==> src/planar_angle_unwrap_tracker_macros.svh <==
// Assertion macros shared by the planar angle unwrap tracker.
`ifndef PLANAR_ANGLE_UNWRAP_TRACKER_MACROS_SVH
`define PLANAR_ANGLE_UNWRAP_TRACKER_MACROS_SVH

// Property that must hold at every clock edge outside reset.
`define PAUT_ASSERT_CLK(label, clk, rst_n, prop, msg) \
  label: assert property (@(posedge clk) disable iff (!rst_n) prop) else $error(msg);

// Condition that must never be seen at a clock edge outside reset.
`define PAUT_ASSERT_NEVER(label, clk, rst_n, cond, msg) \
  label: assert property (@(posedge clk) disable iff (!rst_n) !(cond)) else $error(msg);

`endif

==> src/paut_pkg.sv <==
// Types, constants and helper functions of the planar angle unwrap tracker.
`default_nettype none
package paut_pkg;

  localparam int CordicSteps = 32;
  localparam int AtanSlots   = 60;
  localparam int AtanIdxW    = $clog2(AtanSlots);
  localparam int DivBits     = 53;
  localparam int MulSteps    = 8;
  localparam int MulStepW    = $clog2(MulSteps);
  localparam int UnwBits     = 16;

  localparam logic signed [63:0] PiQ60        = 64'sh3243F6A8885A308D;
  localparam logic signed [63:0] HalfPiQ60    = 64'sh1921FB54442D1847;
  localparam logic signed [63:0] QuarterPiQ60 = 64'sh0C90FDAA22168C23;
  localparam logic signed [63:0] ThreeHalfPiQ60 = 64'sh4B65F1FCCC8748D4;
  localparam logic signed [63:0] TwoPiQ60     = 64'sh6487ED5110B4611A;
  localparam logic signed [63:0] RoundQ28     = 64'sh0000000008000000;
  localparam logic [34:0]        TwoPiQ32     = 35'h6487ED511;
  localparam logic [35:0]        FourPiQ32    = 36'hC90FDAA22;

  typedef enum logic {
    ACT_INIT   = 1'b0,
    ACT_UPDATE = 1'b1
  } action_e;

  typedef enum logic [1:0] {
    STAT_OK   = 2'd0,
    STAT_ZERO = 2'd1,
    STAT_SAT  = 2'd2
  } status_e;

  typedef enum logic [MulStepW-1:0] {
    MS_XX  = 3'd0,
    MS_YY  = 3'd1,
    MS_XY  = 3'd2,
    MS_SQ  = 3'd3,
    MS_P00 = 3'd4,
    MS_P01 = 3'd5,
    MS_P10 = 3'd6,
    MS_P11 = 3'd7
  } mul_step_e;

  typedef enum logic [2:0] {
    ST_IDLE,
    ST_MUL,
    ST_LOAD,
    ST_ITER,
    ST_UNW_PREP,
    ST_UNWRAP,
    ST_FINISH
  } state_e;

  typedef struct packed {
    logic               action;
    logic signed [31:0] x_coord;
    logic signed [31:0] y_coord;
  } in_beat_t;

  typedef struct packed {
    logic signed [47:0] angle;
    logic signed [47:0] cos_over_rsq;
    logic signed [47:0] sin_over_rsq;
    logic signed [47:0] two_cos_sin_term;
    logic signed [47:0] diff_squares_term;
    logic [1:0]         status;
  } out_beat_t;

  typedef struct packed {
    logic                load_in;
    logic                mul_en;
    mul_step_e           mul_step;
    logic                iter_load;
    logic                div_step;
    logic                cordic_step;
    logic [AtanIdxW-1:0] cordic_idx;
    logic                unw_prep;
    logic                unw_step;
    logic                commit;
  } cmd_t;

  typedef struct packed {
    logic out_free;
  } dp_status_t;

  typedef struct packed {
    logic signed [47:0] val;
    logic               sat;
  } quot_res_t;

  typedef logic [AtanSlots-1:0][63:0] atan_tab_t;

  // Division of a power of two by one of the odd series denominators.
  function automatic logic [63:0] odd_div(input logic [63:0] p, input int unsigned k);
    logic [63:0] q;
    case (k)
      0: q = p / 64'd1;    1: q = p / 64'd3;    2: q = p / 64'd5;
      3: q = p / 64'd7;    4: q = p / 64'd9;    5: q = p / 64'd11;
      6: q = p / 64'd13;   7: q = p / 64'd15;   8: q = p / 64'd17;
      9: q = p / 64'd19;   10: q = p / 64'd21;  11: q = p / 64'd23;
      12: q = p / 64'd25;  13: q = p / 64'd27;  14: q = p / 64'd29;
      15: q = p / 64'd31;  16: q = p / 64'd33;  17: q = p / 64'd35;
      18: q = p / 64'd37;  19: q = p / 64'd39;  20: q = p / 64'd41;
      21: q = p / 64'd43;  22: q = p / 64'd45;  23: q = p / 64'd47;
      24: q = p / 64'd49;  25: q = p / 64'd51;  26: q = p / 64'd53;
      27: q = p / 64'd55;  28: q = p / 64'd57;  29: q = p / 64'd59;
      default: q = '0;
    endcase
    return q;
  endfunction

  // Arctangent of 2^-i in Q3.60: pi/4 for i = 0, else from the truncated Taylor series.
  function automatic atan_tab_t build_atan();
    atan_tab_t   tab;
    int          e;
    logic [63:0] sum;
    logic [63:0] term;
    for (int i = 0; i < AtanSlots; i++) begin
      if (i == 0) begin
        tab[i] = QuarterPiQ60;
      end else begin
        sum = '0;
        for (int unsigned k = 0; k < 30; k++) begin
          e = 60 - i * (2 * int'(k) + 1);
          if (e >= 0) begin
            term = odd_div(64'd1 << e, k);
            if ((k & 1) == 1) begin
              sum = sum - term;
            end else begin
              sum = sum + term;
            end
          end
        end
        tab[i] = sum;
      end
    end
    return tab;
  endfunction

  // Rounds a doubled quotient to nearest and clamps it to the signed 48-bit range.
  function automatic quot_res_t sat_round(input logic [DivBits-1:0] quot, input logic ovf,
                                          input logic neg);
    quot_res_t          r;
    logic [DivBits:0]   sum;
    logic [DivBits-1:0] m;
    logic [DivBits-1:0] limit;
    sum   = {1'b0, quot} + {{DivBits{1'b0}}, 1'b1};
    m     = sum[DivBits:1];
    limit = neg ? DivBits'(48'h8000_0000_0000) : DivBits'(48'h7FFF_FFFF_FFFF);
    r.sat = 1'b0;
    if (ovf || (m > limit)) begin
      m     = limit;
      r.sat = 1'b1;
    end
    r.val = neg ? -$signed(m[47:0]) : $signed(m[47:0]);
    return r;
  endfunction

endpackage
`default_nettype wire

==> src/paut_ctrl.sv <==
// Sequencer of the planar angle unwrap tracker: steps the datapath through each item.
`default_nettype none
module paut_ctrl #(
  parameter int CORDIC_STEPS = paut_pkg::CordicSteps
) (
  input  wire logic                   clk_i,
  input  wire logic                   rst_ni,
  input  wire logic                   in_valid_i,
  output logic                        in_ready_o,
  input  wire paut_pkg::dp_status_t   status_i,
  output paut_pkg::cmd_t              cmd_o
);

  localparam int IterLen = (CORDIC_STEPS > paut_pkg::DivBits) ? CORDIC_STEPS
                                                              : paut_pkg::DivBits;
  localparam int CntW = $clog2(IterLen + 1);
  localparam logic [CntW-1:0] MulLast  = CntW'(paut_pkg::MulSteps - 1);
  localparam logic [CntW-1:0] IterLast = CntW'(IterLen - 1);
  localparam logic [CntW-1:0] UnwLast  = CntW'(paut_pkg::UnwBits - 1);
  localparam logic [CntW-1:0] DivLen   = CntW'(paut_pkg::DivBits);
  localparam logic [CntW-1:0] CordLen  = CntW'(CORDIC_STEPS);

  paut_pkg::state_e state_q, state_d;
  logic [CntW-1:0]  cnt_q, cnt_d;

  always_comb begin
    state_d = state_q;
    cnt_d   = cnt_q;
    case (state_q)
      paut_pkg::ST_IDLE: begin
        cnt_d = '0;
        if (in_valid_i) state_d = paut_pkg::ST_MUL;
      end
      paut_pkg::ST_MUL: begin
        if (cnt_q == MulLast) begin
          state_d = paut_pkg::ST_LOAD;
          cnt_d   = '0;
        end else begin
          cnt_d = cnt_q + 1'b1;
        end
      end
      paut_pkg::ST_LOAD: begin
        state_d = paut_pkg::ST_ITER;
        cnt_d   = '0;
      end
      paut_pkg::ST_ITER: begin
        if (cnt_q == IterLast) begin
          state_d = paut_pkg::ST_UNW_PREP;
          cnt_d   = '0;
        end else begin
          cnt_d = cnt_q + 1'b1;
        end
      end
      paut_pkg::ST_UNW_PREP: begin
        state_d = paut_pkg::ST_UNWRAP;
        cnt_d   = '0;
      end
      paut_pkg::ST_UNWRAP: begin
        if (cnt_q == UnwLast) begin
          state_d = paut_pkg::ST_FINISH;
          cnt_d   = '0;
        end else begin
          cnt_d = cnt_q + 1'b1;
        end
      end
      paut_pkg::ST_FINISH: begin
        if (status_i.out_free) state_d = paut_pkg::ST_IDLE;
      end
      default: begin
        state_d = paut_pkg::ST_IDLE;
        cnt_d   = '0;
      end
    endcase
  end

  always_comb begin
    in_ready_o        = 1'b0;
    cmd_o             = '0;
    cmd_o.mul_step    = paut_pkg::mul_step_e'(cnt_q[paut_pkg::MulStepW-1:0]);
    cmd_o.cordic_idx  = cnt_q[paut_pkg::AtanIdxW-1:0];
    case (state_q)
      paut_pkg::ST_IDLE: begin
        in_ready_o    = 1'b1;
        cmd_o.load_in = in_valid_i;
      end
      paut_pkg::ST_MUL:      cmd_o.mul_en = 1'b1;
      paut_pkg::ST_LOAD:     cmd_o.iter_load = 1'b1;
      paut_pkg::ST_ITER: begin
        cmd_o.div_step    = cnt_q < DivLen;
        cmd_o.cordic_step = cnt_q < CordLen;
      end
      paut_pkg::ST_UNW_PREP: cmd_o.unw_prep = 1'b1;
      paut_pkg::ST_UNWRAP:   cmd_o.unw_step = 1'b1;
      paut_pkg::ST_FINISH:   cmd_o.commit = status_i.out_free;
      default: ;
    endcase
  end

  always_ff @(posedge clk_i or negedge rst_ni) begin
    if (!rst_ni) begin
      state_q <= paut_pkg::ST_IDLE;
      cnt_q   <= '0;
    end else begin
      state_q <= state_d;
      cnt_q   <= cnt_d;
    end
  end

endmodule
`default_nettype wire

==> config.mk <==
export PLATFORM = sky130hd
export DESIGN_NAME = paut_ctrl
export DESIGN_NICKNAME = d
export VERILOG_FILES = /design/src/planar_angle_unwrap_tracker_macros.svh /design/src/paut_pkg.sv /design/src/paut_ctrl.sv
export SDC_FILE = /design/constraint.sdc
export NUM_CORES = 1
export LEC_CHECK = 0
export ABC_CLOCK_PERIOD_IN_PS = 3610
export BUFFER_PORTS_ARGS = -buffer_cell sky130_fd_sc_hd__buf_2
export CAP_MARGIN = 20
export CORE_MARGIN = 2
export CORE_UTILIZATION = 50
export CTS_CLUSTER_DIAMETER = 100
export CTS_CLUSTER_SIZE = 20
export DETAILED_ROUTE_END_ITERATION = 8
export PLACE_DENSITY_LB_ADDON = 0.05
export SKIP_CTS_REPAIR_TIMING = 1
export SYNTH_ARGS = -nofsm -noshare
export SYNTH_HDL_FRONTEND = slang
export SYNTH_SLANG_ARGS = --single-unit
==> constraint.sdc <==
create_clock -name clk_i -period 3.61 [get_ports clk_i]
set_input_delay 1.083 -clock clk_i [delete_from_list [all_inputs] [get_ports clk_i]]
set_output_delay 1.083 -clock clk_i [all_outputs]
set_load 0.01 [all_outputs]
==> reports/metrics.cfg <==
[cells_and_area]
fin_nets = 102
fillers = 116
drive_gt1_share_pct = 34.74
layout.cells.non_filler = 110
antenna_cells = 0
final_common_cell = buf_2
multi_input_area_um2 = 381.6
final_cell_mix = buf_2 (21), nand2_1 (11), o21ai_0 (9), dfrtp_1 (9), nor3_1 (4)
regArea_um2 = 225.2
area_delta_synth_final_pct = 8.481

[worst_setup_path]
crit_path_end_kind = output port
crit_fanout = 15
crit_slowest_cell = dfrtp_1
cp.depth = 3
r2r_slack_ns = 1.95
crit_family = flip-flops
r2r_start = cnt_q[0]
reg2reg_depth = 6
crit_path_cell_trace = and3b_1 > and2_1 > buf_2
r2r-end = state_q[1]
path_buf_inv = 1
arrival_ns = 1.57
crit_type = register to output port
cp-start-kind = register
critical-path-max-stage-delay_ns = 0.59
cp.required_ns = 2.53

[synthesis]
yosysUniqueCellTypes = 32
ys_ff_latch = 9
yosys.area_share.simple_pct = 27.74
syn_avg_cell_area_um2 = 8.852
yosysWarnings = 0
async_flop_share_pct = 100.0
synth_adder_area_share_pct = 3.534
netlist_area_um2 = 708.2
synthXorXnorAreaFrac_pct = 1.237
synthMuxAreaShare_pct = 0
synth_top_family_by_area = simple AND/OR/NAND/NOR gates
synth-edff-count = 0
synth-compound-area-share_pct = 21.38
synth_top_flop_cell = dfrtp_1
syn-num-nets = 86
synthCells = 80
yosysSeqAreaShare_pct = 31.80

[timing]
hold_viol_final = 0
fmax_ghz = 0.3765
tightest_slew_ns = 0.4133
fin_tns_setup_ns = 0
max_slew_margin_pct = 72.45
skew_ns = 0.006827
post-route-period-util_pct = 73.57
rsz0062_at_grt = no
finalSetupViolCount = 0
slew_viol_final = 0
fin_crit_ns = 2.656

[floorplanning]
row_count = 13
die_h_um = 41.64
top_level_ports = 22
initial_core_util_pct = 53.75
die_area_um2 = 1733
core_um2 = 1318
die_w_um = 41.64

[cts]
cts_tree = done
path_clk_slew_ns = 0.06
insertion_delay_ns = 0.26
cts_buffer_depth = 2
cts_buffers = 3
cts-htree-levels = 1
clock_tree.root_cell = clkbuf_4
clkSinkCount = 9

[routing]
routed_via_density = 5.409
drc = 0
wl_um = 1335
ant_nets = 0
wire_per_inst_um = 12.14
drt_iter0_markers = 16
first_pass_iters = 4
num_vias = 595

[global_route]
grt_pass1_vias = 505
grt_pass1_wl_um = 2242
overflow = 0
grt_usage_pct = 16.59
antenna_found_initial = 0
grt_max_degree = 16

[pwr]
total_power_mw = 0.5101
max-vdd-ir-drop_v = 0.0003544
leakage_nw = 0.3820
p_per_area_nw_per_um2 = 663.9

[hold_path]
min_from = cnt_q[1]
hold_class = register to register
whs_endpoint = cnt_q[1]
hold_depth = 2

[placement]
portBuffers = 21
dp.cells = 106
hpwlAfterDp_um = 948.2
gp_congestion = 0.8127

[flow_run]
drv_cap = 0

[outcome]
status = completed

worst min-delay path, stage by stage (launching register included):
cell	delay, ns
dfrtp_1	0.41
nand2_1	0.07
nand2_1	0.07
report_power, final:
| part | switching (mW) | internal, mW |
|---|---|---|
| clock network | 0.0347 | 0.0426 |
| logic | 0.130 | 0.112 |
| registers | 0.0636 | 0.128 |
cell families after synthesis:
family	after synthesis
adders and majority gates	2
buffers and inverters	13
DFF	9
and+or+nand+nor	33
AOI/OAI and AO/OA	22
xor gates and xnor gates	1
worst max path at each step:
stage / start / end / slack [ns]
finish: state_q[2] / cmd_o[0] / 0.95
CTS: state_q[2] / cmd_o[0] / 0.95
global route: state_q[2] / cmd_o[0] / 0.84
detailed placement: status_i / cmd_o[0] / 1.07
global placement: status_i / cmd_o[0] / 1.09
floorplan: status_i / cmd_o[0] / 1.30
per-stage QoR:
stage | util (%) | setup WS [ns] | hold WS, ns | cell area [um^2]
detailed placement | 56.32 | 1.074 | 0.5671 | 742.0
global route | 58.31 | 0.8374 | 0.6264 | 768.2
finish | 58.31 | 0.9540 | 0.5744 | 768.2
CTS | 58.31 | 0.9475 | 0.5796 | 768.2
global placement | 56.32 | 1.091 | 0.5565 | 742.0
floorplan | - | 1.298 | 0.5823 | 708.2
synth_stat cells, types with 3 or more instances:
| library cell | n | area share, % |
|---|---|---|
| buf_4 | 4 | 4.2 |
| nand2_1 | 11 | 5.8 |
| and2_1 | 3 | 2.7 |
| dfrtp_1 | 9 | 32 |
| nor3_1 | 4 | 2.8 |
| o21ai_0 | 9 | 6.4 |
| nor3b_1 | 3 | 3.2 |
| inv_1 | 3 | 1.6 |
final cells by class:
type                    count  share of cell area (%)
multi-input cells          58                   49.67
flip-flops and latches      9                   29.32
repair buffers             21                   13.68
clock buffers               4                   3.420
well taps                  15                   2.443
inverters                   3                   1.466
flip-flops by register name (all words and copies together) (netlist names):
signal / flops
cnt_q: 6
state_q: 3
per-layer routing:
| metal | track usage (%) | part of all wire, % | up-vias |
|---|---|---|---|
| li1 | - | - | 311 |
| met1 | 24.18 | 52 | 265 |
| met2 | 22.50 | 42 | 19 |
| met3 | 7.826 | 6.4 | 0 |
| met4 | 2.581 | 0 | 0 |
| met5 | 0 | 0 | - |
Power figures use the tool's default switching activity.
